[src/rtl/utf8d_pkg.sv]
// Shared types and constants for the UTF-8 to UTF-16 stream decoder.
// No dependencies; used by every module of the block.
package utf8d_pkg;

   localparam int BYTE_W  = 8;
   localparam int UNIT_W  = 16;
   localparam int CP_W    = 21;
   localparam int CNT_W   = 2;
   localparam int TDATA_IN_W  = 8;
   localparam int TDATA_OUT_W = 16;

   localparam int QDEPTH  = 4;
   localparam int QPTR_W  = $clog2(QDEPTH);
   localparam int QCNT_W  = $clog2(QDEPTH + 1);

   localparam logic [UNIT_W-1:0] REPL_RESET = 16'h003F;

   localparam logic [BYTE_W-1:0] ASCII_MAX  = 8'h7F;
   localparam logic [BYTE_W-1:0] LEAD2_MIN  = 8'hC2;
   localparam logic [BYTE_W-1:0] LEAD2_MAX  = 8'hDF;
   localparam logic [BYTE_W-1:0] LEAD3_MIN  = 8'hE0;
   localparam logic [BYTE_W-1:0] LEAD3_MAX  = 8'hEF;
   localparam logic [BYTE_W-1:0] LEAD4_MIN  = 8'hF0;
   localparam logic [BYTE_W-1:0] LEAD4_MAX  = 8'hF4;
   localparam logic [BYTE_W-1:0] CONT_LO    = 8'h80;
   localparam logic [BYTE_W-1:0] CONT_HI    = 8'hBF;
   localparam logic [BYTE_W-1:0] E0_LO      = 8'hA0;
   localparam logic [BYTE_W-1:0] F0_LO      = 8'h90;
   localparam logic [BYTE_W-1:0] F4_HI      = 8'h8F;

   localparam logic [CP_W-1:0]   SUPP_BASE  = 21'h10000;
   localparam logic [UNIT_W-1:0] HI_SURR    = 16'hD800;
   localparam logic [UNIT_W-1:0] LO_SURR    = 16'hDC00;

   typedef struct packed {
      logic              stream_end;
      logic              run_last;
      logic [UNIT_W-1:0] code_unit;
   } entry_type;

   // units produced by one accepted byte: 0, 1 or 2
   typedef struct packed {
      logic [1:0] num;
      entry_type  e0;
      entry_type  e1;
   } result_type;

endpackage

[src/rtl/utf8d_decode.sv]
// Sequence decoder: decode state, replacement register and per-byte unit logic.
// Depends on utf8d_pkg.
module utf8d_decode (
   input  logic                                clock,
   input  logic                                reset,
   input  logic                                csr_we,
   input  logic [utf8d_pkg::UNIT_W-1:0]        csr_wdata,
   input  logic                                accept,
   input  logic [utf8d_pkg::BYTE_W-1:0]        byte_in,
   input  logic                                stream_last,
   output utf8d_pkg::result_type               result
);

   logic [utf8d_pkg::UNIT_W-1:0] repl_ff;
   logic [utf8d_pkg::CNT_W-1:0]  left_ff,  left_in;
   logic [utf8d_pkg::BYTE_W-1:0] lead_ff,  lead_in;
   logic [utf8d_pkg::CNT_W-1:0]  pos_ff,   pos_in;
   logic [utf8d_pkg::CP_W-1:0]   acc_ff,   acc_in;
   logic                         err_ff,   err_in;

   logic [utf8d_pkg::BYTE_W-1:0] lo, hi;
   logic [utf8d_pkg::CP_W-1:0]   acc_next, supp;
   logic                         err_next;
   logic [utf8d_pkg::CNT_W-1:0]  left_next;
   logic [1:0]                   num;
   logic [utf8d_pkg::UNIT_W-1:0] u0, u1;

   always_comb begin
      lo        = utf8d_pkg::CONT_LO;
      hi        = utf8d_pkg::CONT_HI;
      if (pos_ff == 2'd1) begin
         if (lead_ff == utf8d_pkg::LEAD3_MIN) begin
            lo = utf8d_pkg::E0_LO;
         end else if (lead_ff == utf8d_pkg::LEAD4_MIN) begin
            lo = utf8d_pkg::F0_LO;
         end else if (lead_ff == utf8d_pkg::LEAD4_MAX) begin
            hi = utf8d_pkg::F4_HI;
         end
      end
      err_next  = err_ff | (byte_in < lo) | (byte_in > hi);
      acc_next  = {acc_ff[utf8d_pkg::CP_W-7:0], byte_in[5:0]};
      left_next = left_ff - 2'd1;
      supp      = acc_next - utf8d_pkg::SUPP_BASE;

      left_in = left_ff;
      lead_in = lead_ff;
      pos_in  = pos_ff;
      acc_in  = acc_ff;
      err_in  = err_ff;
      num     = 2'd0;
      u0      = repl_ff;
      u1      = repl_ff;

      if (left_ff == '0) begin
         if (byte_in <= utf8d_pkg::ASCII_MAX) begin
            num = 2'd1;
            u0  = {8'h00, byte_in};
         end else if (byte_in >= utf8d_pkg::LEAD2_MIN && byte_in <= utf8d_pkg::LEAD2_MAX) begin
            left_in = 2'd1;
            acc_in  = {16'h0000, byte_in[4:0]};
         end else if (byte_in >= utf8d_pkg::LEAD3_MIN && byte_in <= utf8d_pkg::LEAD3_MAX) begin
            left_in = 2'd2;
            acc_in  = {17'h00000, byte_in[3:0]};
         end else if (byte_in >= utf8d_pkg::LEAD4_MIN && byte_in <= utf8d_pkg::LEAD4_MAX) begin
            left_in = 2'd3;
            acc_in  = {18'h00000, byte_in[2:0]};
         end else begin
            num = 2'd1;
         end
         if (left_in != '0) begin
            lead_in = byte_in;
            pos_in  = 2'd1;
            err_in  = 1'b0;
            if (stream_last) begin
               num     = 2'd1;
               left_in = '0;
               lead_in = '0;
               pos_in  = '0;
               acc_in  = '0;
            end
         end
      end else begin
         left_in = left_next;
         pos_in  = pos_ff + 2'd1;
         acc_in  = acc_next;
         err_in  = err_next;
         if (left_next == '0 || stream_last) begin
            num = 2'd1;
            if (left_next == '0 && !err_next) begin
               if (acc_next[utf8d_pkg::CP_W-1:16] != '0) begin
                  num = 2'd2;
                  u0  = utf8d_pkg::HI_SURR | {6'd0, supp[19:10]};
                  u1  = utf8d_pkg::LO_SURR | {6'd0, acc_next[9:0]};
               end else begin
                  u0  = acc_next[15:0];
               end
            end
            left_in = '0;
            lead_in = '0;
            pos_in  = '0;
            acc_in  = '0;
            err_in  = 1'b0;
         end
      end

      result.num           = num;
      result.e0.code_unit  = u0;
      result.e0.run_last   = (num == 2'd1);
      result.e0.stream_end = (num == 2'd1) & stream_last;
      result.e1.code_unit  = u1;
      result.e1.run_last   = 1'b1;
      result.e1.stream_end = stream_last;
   end

   always_ff @(posedge clock) begin
      if (reset) begin
         repl_ff <= utf8d_pkg::REPL_RESET;
         left_ff <= '0;
         lead_ff <= '0;
         pos_ff  <= '0;
         acc_ff  <= '0;
         err_ff  <= 1'b0;
      end else begin
         if (csr_we) begin
            repl_ff <= csr_wdata;
         end
         if (accept) begin
            left_ff <= left_in;
            lead_ff <= lead_in;
            pos_ff  <= pos_in;
            acc_ff  <= acc_in;
            err_ff  <= err_in;
         end
      end
   end

endmodule

[src/rtl/utf8d_outq.sv]
// Result queue: takes up to two units per beat, hands out one per beat.
// Depends on utf8d_pkg.
module utf8d_outq (
   input  logic                  clock,
   input  logic                  reset,
   input  logic                  push,
   input  utf8d_pkg::result_type result,
   output logic                  room,
   output logic                  out_valid,
   input  logic                  out_ready,
   output utf8d_pkg::entry_type  out_entry
);

   utf8d_pkg::entry_type            slot_ff [utf8d_pkg::QDEPTH];
   logic [utf8d_pkg::QPTR_W-1:0]    wr_ff, wr_in, rd_ff, rd_in;
   logic [utf8d_pkg::QCNT_W-1:0]    cnt_ff, cnt_in;
   logic [1:0]                      num;
   logic                            pop;
   logic [utf8d_pkg::QPTR_W-1:0]    wr_nxt;

   assign num       = push ? result.num : 2'd0;
   assign pop       = out_valid & out_ready;
   assign wr_nxt    = wr_ff + utf8d_pkg::QPTR_W'(1);
   assign wr_in     = wr_ff + utf8d_pkg::QPTR_W'(num);
   assign rd_in     = rd_ff + utf8d_pkg::QPTR_W'(pop);
   assign cnt_in    = cnt_ff + utf8d_pkg::QCNT_W'(num) - utf8d_pkg::QCNT_W'(pop);
   assign out_valid = (cnt_ff != '0);
   assign out_entry = slot_ff[rd_ff];
   assign room      = (cnt_ff <= utf8d_pkg::QCNT_W'(utf8d_pkg::QDEPTH - 2));

   always_ff @(posedge clock) begin
      if (num != 2'd0) begin
         slot_ff[wr_ff] <= result.e0;
      end
      if (num == 2'd2) begin
         slot_ff[wr_nxt] <= result.e1;
      end
   end

   always_ff @(posedge clock) begin
      if (reset) begin
         wr_ff  <= '0;
         rd_ff  <= '0;
         cnt_ff <= '0;
      end else begin
         wr_ff  <= wr_in;
         rd_ff  <= rd_in;
         cnt_ff <= cnt_in;
      end
   end

endmodule

[src/rtl/utf8_to_utf16_stream_decoder.sv]
// Top level of the UTF-8 to UTF-16 stream decoder.
// Instantiates utf8d_decode and utf8d_outq; depends on utf8d_pkg.
//
// Usage:
//   req_*  : one UTF-8 byte per beat, req_tlast on the final byte of a string.
//   rsp_*  : one UTF-16 code unit per beat. rsp_tlast marks the last unit
//            caused by an input byte, rsp_tuser the final unit of a string.
//   csr_*  : write of the replacement unit (reset value 16'h003F); write only
//            while the block is idle.
// Latency: a unit caused by a byte is valid on rsp the cycle after that byte's
//   beat when the result queue is empty.
// Throughput: one byte per cycle. A byte yields zero, one or two units; the
//   four-entry result queue drains one unit per cycle and req_tready drops
//   while fewer than two entries are free.
// Reset: synchronous, clears the decode state and empties the queue; the
//   replacement unit returns to '?'.
// Stall: while rsp_tready is low the head unit holds; bytes keep being taken
//   until the queue is nearly full.
module utf8_to_utf16_stream_decoder (
   input  logic                                   clock,
   input  logic                                   reset,
   input  logic                                   req_tvalid,
   output logic                                   req_tready,
   input  logic [utf8d_pkg::TDATA_IN_W-1:0]       req_tdata,  // [7:0] byte_in
   input  logic                                   req_tlast,  // stream_last
   output logic                                   rsp_tvalid,
   input  logic                                   rsp_tready,
   output logic [utf8d_pkg::TDATA_OUT_W-1:0]      rsp_tdata,  // [15:0] code_unit
   output logic                                   rsp_tlast,  // run_last
   output logic                                   rsp_tuser,  // [0] stream_end
   input  logic                                   csr_we,
   input  logic [utf8d_pkg::UNIT_W-1:0]           csr_wdata   // replacement_unit
);

   logic                  accept;
   logic                  room;
   utf8d_pkg::result_type result;
   utf8d_pkg::entry_type  head;

   assign req_tready = room;
   assign accept     = req_tvalid & room;

   utf8d_decode u_decode (
      .clock       (clock),
      .reset       (reset),
      .csr_we      (csr_we),
      .csr_wdata   (csr_wdata),
      .accept      (accept),
      .byte_in     (req_tdata[utf8d_pkg::BYTE_W-1:0]),
      .stream_last (req_tlast),
      .result      (result)
   );

   utf8d_outq u_outq (
      .clock     (clock),
      .reset     (reset),
      .push      (accept),
      .result    (result),
      .room      (room),
      .out_valid (rsp_tvalid),
      .out_ready (rsp_tready),
      .out_entry (head)
   );

   assign rsp_tdata = head.code_unit;
   assign rsp_tlast = head.run_last;
   assign rsp_tuser = head.stream_end;

endmodule

[config.mk]
export PLATFORM = sky130hd
export DESIGN_NAME = utf8_to_utf16_stream_decoder
export DESIGN_NICKNAME = d
export VERILOG_FILES = /design/src/rtl/utf8d_pkg.sv /design/src/rtl/utf8d_decode.sv /design/src/rtl/utf8d_outq.sv /design/src/rtl/utf8_to_utf16_stream_decoder.sv
export SDC_FILE = /design/constraint.sdc
export NUM_CORES = 1
export LEC_CHECK = 0
export BUFFER_PORTS_ARGS = -buffer_cell sky130_fd_sc_hd__clkbuf_2
export CAP_MARGIN = 0
export CELL_PAD_IN_SITES_DETAIL_PLACEMENT = 2
export CELL_PAD_IN_SITES_GLOBAL_PLACEMENT = 2
export CORE_ASPECT_RATIO = 1.4
export CORE_MARGIN = 10
export CORE_UTILIZATION = 35
export CTS_BUF_LIST = sky130_fd_sc_hd__clkbuf_4 sky130_fd_sc_hd__clkbuf_8
export CTS_CLUSTER_SIZE = 25
export DETAILED_ROUTE_END_ITERATION = 10
export HOLD_SLACK_MARGIN = 0.03
export PLACE_DENSITY_LB_ADDON = 0.1
export SLEW_MARGIN = 20
export SYNTH_ARGS = -nofsm -noshare
export SYNTH_HDL_FRONTEND = slang
export SYNTH_SLANG_ARGS = --single-unit
export TNS_END_PERCENT = 5
[constraint.sdc]
create_clock -name clock -period 3.6 [get_ports clock]
set_input_delay 0.72 -clock clock [delete_from_list [all_inputs] [get_ports clock]]
set_output_delay 0.72 -clock clock [all_outputs]
set_load 0.02 [all_outputs]
**Yosys cells after proc, flatten, opt, wreduce, memory -nomap -nowiden**

Memory sizes are Yosys's and may differ from the RTL's. A register that Yosys moved wholly into a read port is not among the register bits.
Cells that the tools add are included.

- Register bits: 57
- RAM bits: 72
- Input port bits: 30
- Output and inout bits: 20
- Memories: 1

Memories:

| memory | words | bits a word | read ports | clocked after Yosys merged registers in | wr ports | RTL line | text |
|---|---|---|---|---|---|---|---|
| u_outq.slot_ff | 4 | 18 | 1 | 1 | 2 | utf8d_outq.sv:14 | `utf8d_pkg::entry_type slot_ff [utf8d_pkg::QDEPTH];` |

- Add/subtract/negate cells: 8
- Order comparisons: 10
- Equal/unequal tests: 7
- Mux-type cells: 60
- Bitwise gates (word level): 5
- Reduce and logical (&&, ||, !) cells: 15

Operators by type and width:

| operator | number |
|---|---|
| $mux 21 | 8 |
| $mux 16 | 9 |
| $mux 8 | 9 |
| $mux 2 | 23 |
| $eq 8x8->1 const B | 3 |
| $ge 8x8->1 const B | 3 |
| $le 8x8->1 const B | 3 |
| $sub 20x17->20 const B | 1 |
| $mux 1 | 9 |
| $gt 8x8->1 | 1 |
| $le 8x7->1 const B | 1 |
| $lt 8x8->1 | 1 |
| $mux 6 | 1 |
| $reduce_bool 2->1 | 3 |
| $mux 5 | 1 |
| $reduce_bool 5->1 | 1 |
| $add 2x1->2 const B | 2 |
| $eq 2x1->1 const B | 2 |
| $logic_and 1x1->1 | 4 |
| $logic_not 2->1 | 2 |
| $add 3x2->3 | 1 |
| $and 1x1->1 | 3 |
| $le 3x2->1 const B | 1 |
| $reduce_and 3->1 | 1 |
| 11 further kinds | 12 |

**Depth between registers and ports, before layout**

- Word-level depth: 16
- Depth in mapped cells: 16
- Mapped depth without buffers: 15

**Modules after synthesis**

A second synthesis with hierarchy kept.

- Cells, all modules: 562
- Area total of the unflattened synthesis: 6734.0 um^2

By module, submodules not included:

| module | instances | cells an instance | area each (um^2) |
|---|---|---|---|
| utf8d_outq | 1 | 225 | 3910.0 |
| utf8d_decode | 1 | 336 | 2817.7 |
| utf8_to_utf16_stream_decoder | 1 | 1 | 6.3 |

**Worst setup path before layout**

No wires, ideal clock.

- Kind: register -> register
- From: register u_decode.lead_ff[1] (netlist bit)
- To: register u_outq.cnt_ff[2] (netlist bit)
- Library setup time: 128 ps
- Arrival: 3212 ps
- Required time: 3472 ps
- Setup slack: 260 ps
- Stages on the path, launching flop included: 15
- Cells stage by stage: dfxtp_1 or4b_1 or3_1 ha_1 a21oi_1 nand2b_1 and3_4 buf_6 a211oi_4 a21o_4 nand2b_1 fa_1 xnor2_1 xnor2_1 nor2_1

- Word-level cells in the longest chain between the ends: 15

RTL lines:

| element | RTL line | text |
|---|---|---|
| start: declaration | utf8d_decode.sv:16 | `logic [utf8d_pkg::BYTE_W-1:0] lead_ff, lead_in;` |
| start signal: assignment | utf8d_decode.sv:129 | `lead_ff <= lead_in;` |
| $eq 8x8->1, on equally long branches | utf8d_decode.sv:34, utf8d_decode.sv:36 |  |
| $mux 5 / $mux 6 (equally long branches) | utf8d_decode.sv:34, utf8d_decode.sv:36 |  |
| $mux 8, on equally long branches | utf8d_decode.sv:32, utf8d_decode.sv:34 |  |
| $mux 8, on equally long branches | utf8d_decode.sv:31, utf8d_decode.sv:32 |  |
| $lt 8x8->1 / $mux 8 (equally long branches) | utf8d_decode.sv:40, utf8d_decode.sv:31 |  |
| $or 1x1->1 / $gt 8x8->1 (equally long branches) | utf8d_decode.sv:40 | `err_next = err_ff \| (byte_in < lo) \| (byte_in > hi);` |
| $or 1x1->1 (*) | utf8d_decode.sv:40 |  |
| $logic_not 1->1 (*) | utf8d_decode.sv:89 | `if (left_next == '0 && !err_next) begin` |
| $logic_and 1x1->1 (*) | utf8d_decode.sv:89 |  |
| $mux 2 (*) | utf8d_decode.sv:89 |  |
| $mux 2 (*) | utf8d_decode.sv:87 | `if (left_next == '0 \|\| stream_last) begin` |
| $mux 2 (*) | utf8d_decode.sv:54 | `if (left_ff == '0) begin` |
| $mux 2 (*) | utf8d_outq.sv:21 | `assign num = push ? result.num : 2'd0;` |
| $add 3x2->3 (*) | utf8d_outq.sv:26 | `assign cnt_in = cnt_ff + utf8d_pkg::QCNT_W'(num) - utf8d_pkg::QCNT_W'(pop);` |
| $sub 3x1->3 (*) | utf8d_outq.sv:26 |  |
| end signal: assignment | utf8d_outq.sv:48 | `cnt_ff <= cnt_in;` |
| end: declaration | utf8d_outq.sv:16 | `logic [utf8d_pkg::QCNT_W-1:0] cnt_ff, cnt_in;` |

Every way passes the cells marked *; elsewhere a longest branch is shown, timed or not.
A chain may end at the register's enable or synchronous reset.

**Worst setup path in the final report**

Ends and elaborated chain as after synthesis.

==> results.toml <==
[floorplanning]
num_rows = 59
core_um2 = 18500
die_area_um2 = 24600
fp.dieH_um = 181
start_util = 0.353
chipWidth_um = 135
io-pin-count = 50

[setup_path]
max_stage_delay_ns = 0.58
critical_path_endpoint_category = "flop"
crit_slowest_cell = "sky130_fd_sc_hd__or4b_1"
crit_path_cell_trace = "or4b_1 > or3_1 > ha_1 > a21oi_2 > nand4bb_4 > and3_4 > a211oi_4 > a21o_4 > nand2b_1 > fa_1 > xnor2_2 > xnor2_1 > nor2_1"
worst-r2r-setup-slack_ns = 0.18
cp.buffers_inverters = 0
path_delay_family = "simple AND/OR/NAND/NOR gates"
worst-endpoint-required_ns = 3.94
worst-endpoint-arrival_ns = 3.76
timing.setup.critical_path_class = "flop to flop"
worst-path-max-fanout = 3
critical_path.startpoint_type = "flop"

[sta]
period_share = 0.949
final-max-slew-violation-count = 0
timing_hold_violations_final = 0
maxSlewHeadroom = 0.285
worst_pin_slew_ns = 1.07
clock_skew_ns = 0.00845
finalSetupTns_ns = 0
finalWorstPathRequiredPeriod_ns = 3.42
finalSetupViolations = 0
achievable-frequency_ghz = 0.293

[yosys]
postSynthAreaPerCell_um2 = 10.6
synth_cells = 614
synth.distinct_cells = 77
synth.area.top_cells = "sky130_fd_sc_hd__edfxtp_1 31%, sky130_fd_sc_hd__dfxtp_1 17%, sky130_fd_sc_hd__mux4_2 6.2%, sky130_fd_sc_hd__nor2_1 3.7%, sky130_fd_sc_hd__o21ai_0 2.8%"
dominant_combinational_cell_family_by_area_after_synthesis = "compound AO/OA/AOI/OAI gates"
dominantRegCellSynth = "sky130_fd_sc_hd__edfxtp_1"
synth.yosys.seq_area_share = 0.482
synth_compound_area_frac = 0.191
post_synthesis_share_of_cell_area_spent_on_and_or_nand_and_nor_gates = 0.155
asyncSetResetFlopFracSynth = 0
synthesis.area_um2 = 6520
yosys.area_share.xor_xnor = 0.00672
synth.area.mux_share = 0.0917
netlist.top_cell.by_area = "sky130_fd_sc_hd__edfxtp_1"
synthAdderAreaFrac = 0.0242
yosysWarningCount = 0
synth_edf_count = 68
synth.net_count = 656
ys_seq_elements = 123
yosys.area.top_type_share = 0.313

[placed_design]
port_buffers = 49
globalplace.congestion = 0.896
dpl.hpwl_um = 17100

[detailed_routing]
drtPass1Iterations = 5
vias = 5436
detail_route.wl_per_cell_um = 24.3
detail_route.drc_violations = 0
drtAntennaViolNets = 0
route.detailed.vias_per_inst = 5.77
routed_wirelength_um = 22900
drt_iter0_markers = 412

[finish]
final_core_utilization = 0.416
layout.nets = 727
number_of_diodes_added_for_antenna_fixing = 0
regArea_um2 = 3140
final_common_cell = "sky130_fd_sc_hd__edfxtp_1"
area.growth.synth_to_final_pct = 17.8
fill_cells = 1995
post_route_cells_drive_above_1_share = 0.251
multi_input_comb_area_um2 = 3090
most-common-layout-cells = "68 x sky130_fd_sc_hd__edfxtp_1, 64 x sky130_fd_sc_hd__nor2_1, 55 x sky130_fd_sc_hd__dfxtp_1"

[clocking]
later_pin_clock_latency_in_the_skew_report_ns = 0.45
cts.hold.buffers_added = 0
path_clk_slew_ns = 0.08
cts_tree = "built"
cts-root-to-sink-buffers = 2
htree_num_levels = 4
clock-root-buffer = "sky130_fd_sc_hd__clkbuf_8"
cts_inserted_buffers = 17
clkSinkCount = 123

[job]
timing.max_cap.violations = 0

[global_route]
antenna_found_initial = 0
grt_remaining_overflow = 0
grt.total_usage = 0.190
vias_in_the_first_global_route = 6049
grt_max_degree = 20
grt_first_pass_wirelength_um = 36100

[power]
fin_total_pwr_mw = 4.48
cellPowerDensity_nw_per_um2 = 583
power.ir.vdd_worst_mv = 0.253
p_leak_nw = 2.73

[hold_path]
type_of_the_tightest_min_delay_check = "flop to flop"

[status]
run_status = "finished clean"
cell type report:
type / count / area share
clock buffers: 17 / 0.0305
clock inverters: 15 / 0.0225
inverters: 26 / 0.0127
multi-input cells: 418 / 0.403
flip-flops and latches: 123 / 0.409
well taps: 244 / 0.0398
repair buffers: 99 / 0.0825
through the flow:
step | hold slack (ns) | worst slack (ns) | cell area, µm² | instances
2_1_floorplan | 0.431 | 0.260 | 6520 | 614
3_3_place_gp | 0.446 | 0.211 | 7230 | 909
3_5_place_dp | 0.470 | -0.0283 | 7230 | 909
4_1_cts | 0.471 | 0.0443 | 7650 | 941
5_1_grt | 0.475 | -0.0189 | 7680 | 942
6_report | 0.478 | 0.183 | 7680 | 942
tightest hold or removal path: cells and delay by family (launching register included):
family	cells	cell delay (ns)
compound gates	1	0.07
flops	1	0.31
simple gates	1	0.05
cells by family (layout without fill, tap and decap cells):
logic type | Yosys count | count (layout)
buffers and inverters | 73 | 157
AND/OR/NAND/NOR | 194 | 194
flip-flops | 123 | 123
multiplexers | 37 | 37
XOR/XNOR | 5 | 5
AO/OA/AOI/OAI | 170 | 170
adder cells (fa/ha/maj) | 12 | 12
path summary, 6_finish.rpt:
path / startpoint / end / depth (start not counted)
max: u_decode.lead_ff[1] / u_outq.cnt_ff[2] / 13
min reg2reg: u_decode.lead_ff[0] / u_decode.lead_ff[0] / 2
max reg2reg: u_decode.lead_ff[1] / u_outq.cnt_ff[2] / 13
min: u_decode.lead_ff[0] / u_decode.lead_ff[0] / 2
synth_stat cells (9+ instances only):
cell type,count
sky130_fd_sc_hd__edfxtp_1,68
sky130_fd_sc_hd__nor2_1,65
sky130_fd_sc_hd__dfxtp_1,55
sky130_fd_sc_hd__nand2_1,44
sky130_fd_sc_hd__o21ai_0,37
sky130_fd_sc_hd__inv_1,25
sky130_fd_sc_hd__a21oi_1,22
sky130_fd_sc_hd__clkbuf_1,22
sky130_fd_sc_hd__a211oi_1,21
sky130_fd_sc_hd__buf_2,20
sky130_fd_sc_hd__mux4_2,18
sky130_fd_sc_hd__mux2i_1,17
sky130_fd_sc_hd__nand3_1,16
sky130_fd_sc_hd__nand4_1,14
sky130_fd_sc_hd__a22o_1,13
sky130_fd_sc_hd__ha_1,11
sky130_fd_sc_hd__nor4_1,11
sky130_fd_sc_hd__nor3_1,10
sky130_fd_sc_hd__o21ai_1,10
sky130_fd_sc_hd__o22ai_1,9
where the power goes:
group / leakage (nW) / internal (mW) / switching (mW)
combinational: 1.50 / 0.546 / 0.901
clock: 0.201 / 0.684 / 0.602
sequential: 1.03 / 1.64 / 0.101
flip-flops by register name, indices dropped and copies added (netlist names):
register / cells
u_decode.left_ff: 2
u_outq.wr_ff: 2
u_outq.cnt_ff: 3
u_decode.acc_ff: 15
u_outq.slot_ff: 72
u_decode.pos_ff: 2
u_outq.rd_ff: 2
u_decode.repl_ff: 16
u_decode.lead_ff: 8
u_decode.err_ff: 1
per-layer routing:
metal / wire (µm) / share of wire / up-vias / track usage
met5: 0 / 0 / - / 0
met4: 600 / 0.026 / 0 / 0.0695
met3: 782 / 0.034 / 42 / 0.0398
met2: 12000 / 0.53 / 125 / 0.335
met1: 9470 / 0.41 / 2770 / 0.219
li1: - / - / 2499 / -
what timing repair did:
item / in CTS / in global routing
setup endpoints to repair: 7 / 53
gates resized for setup: 3 / 5
gates cloned: 0 / 0
buffers inserted: 0 / 1
pin swaps: 0 / 2
Note: power is estimated with default switching activity, not from simulation.
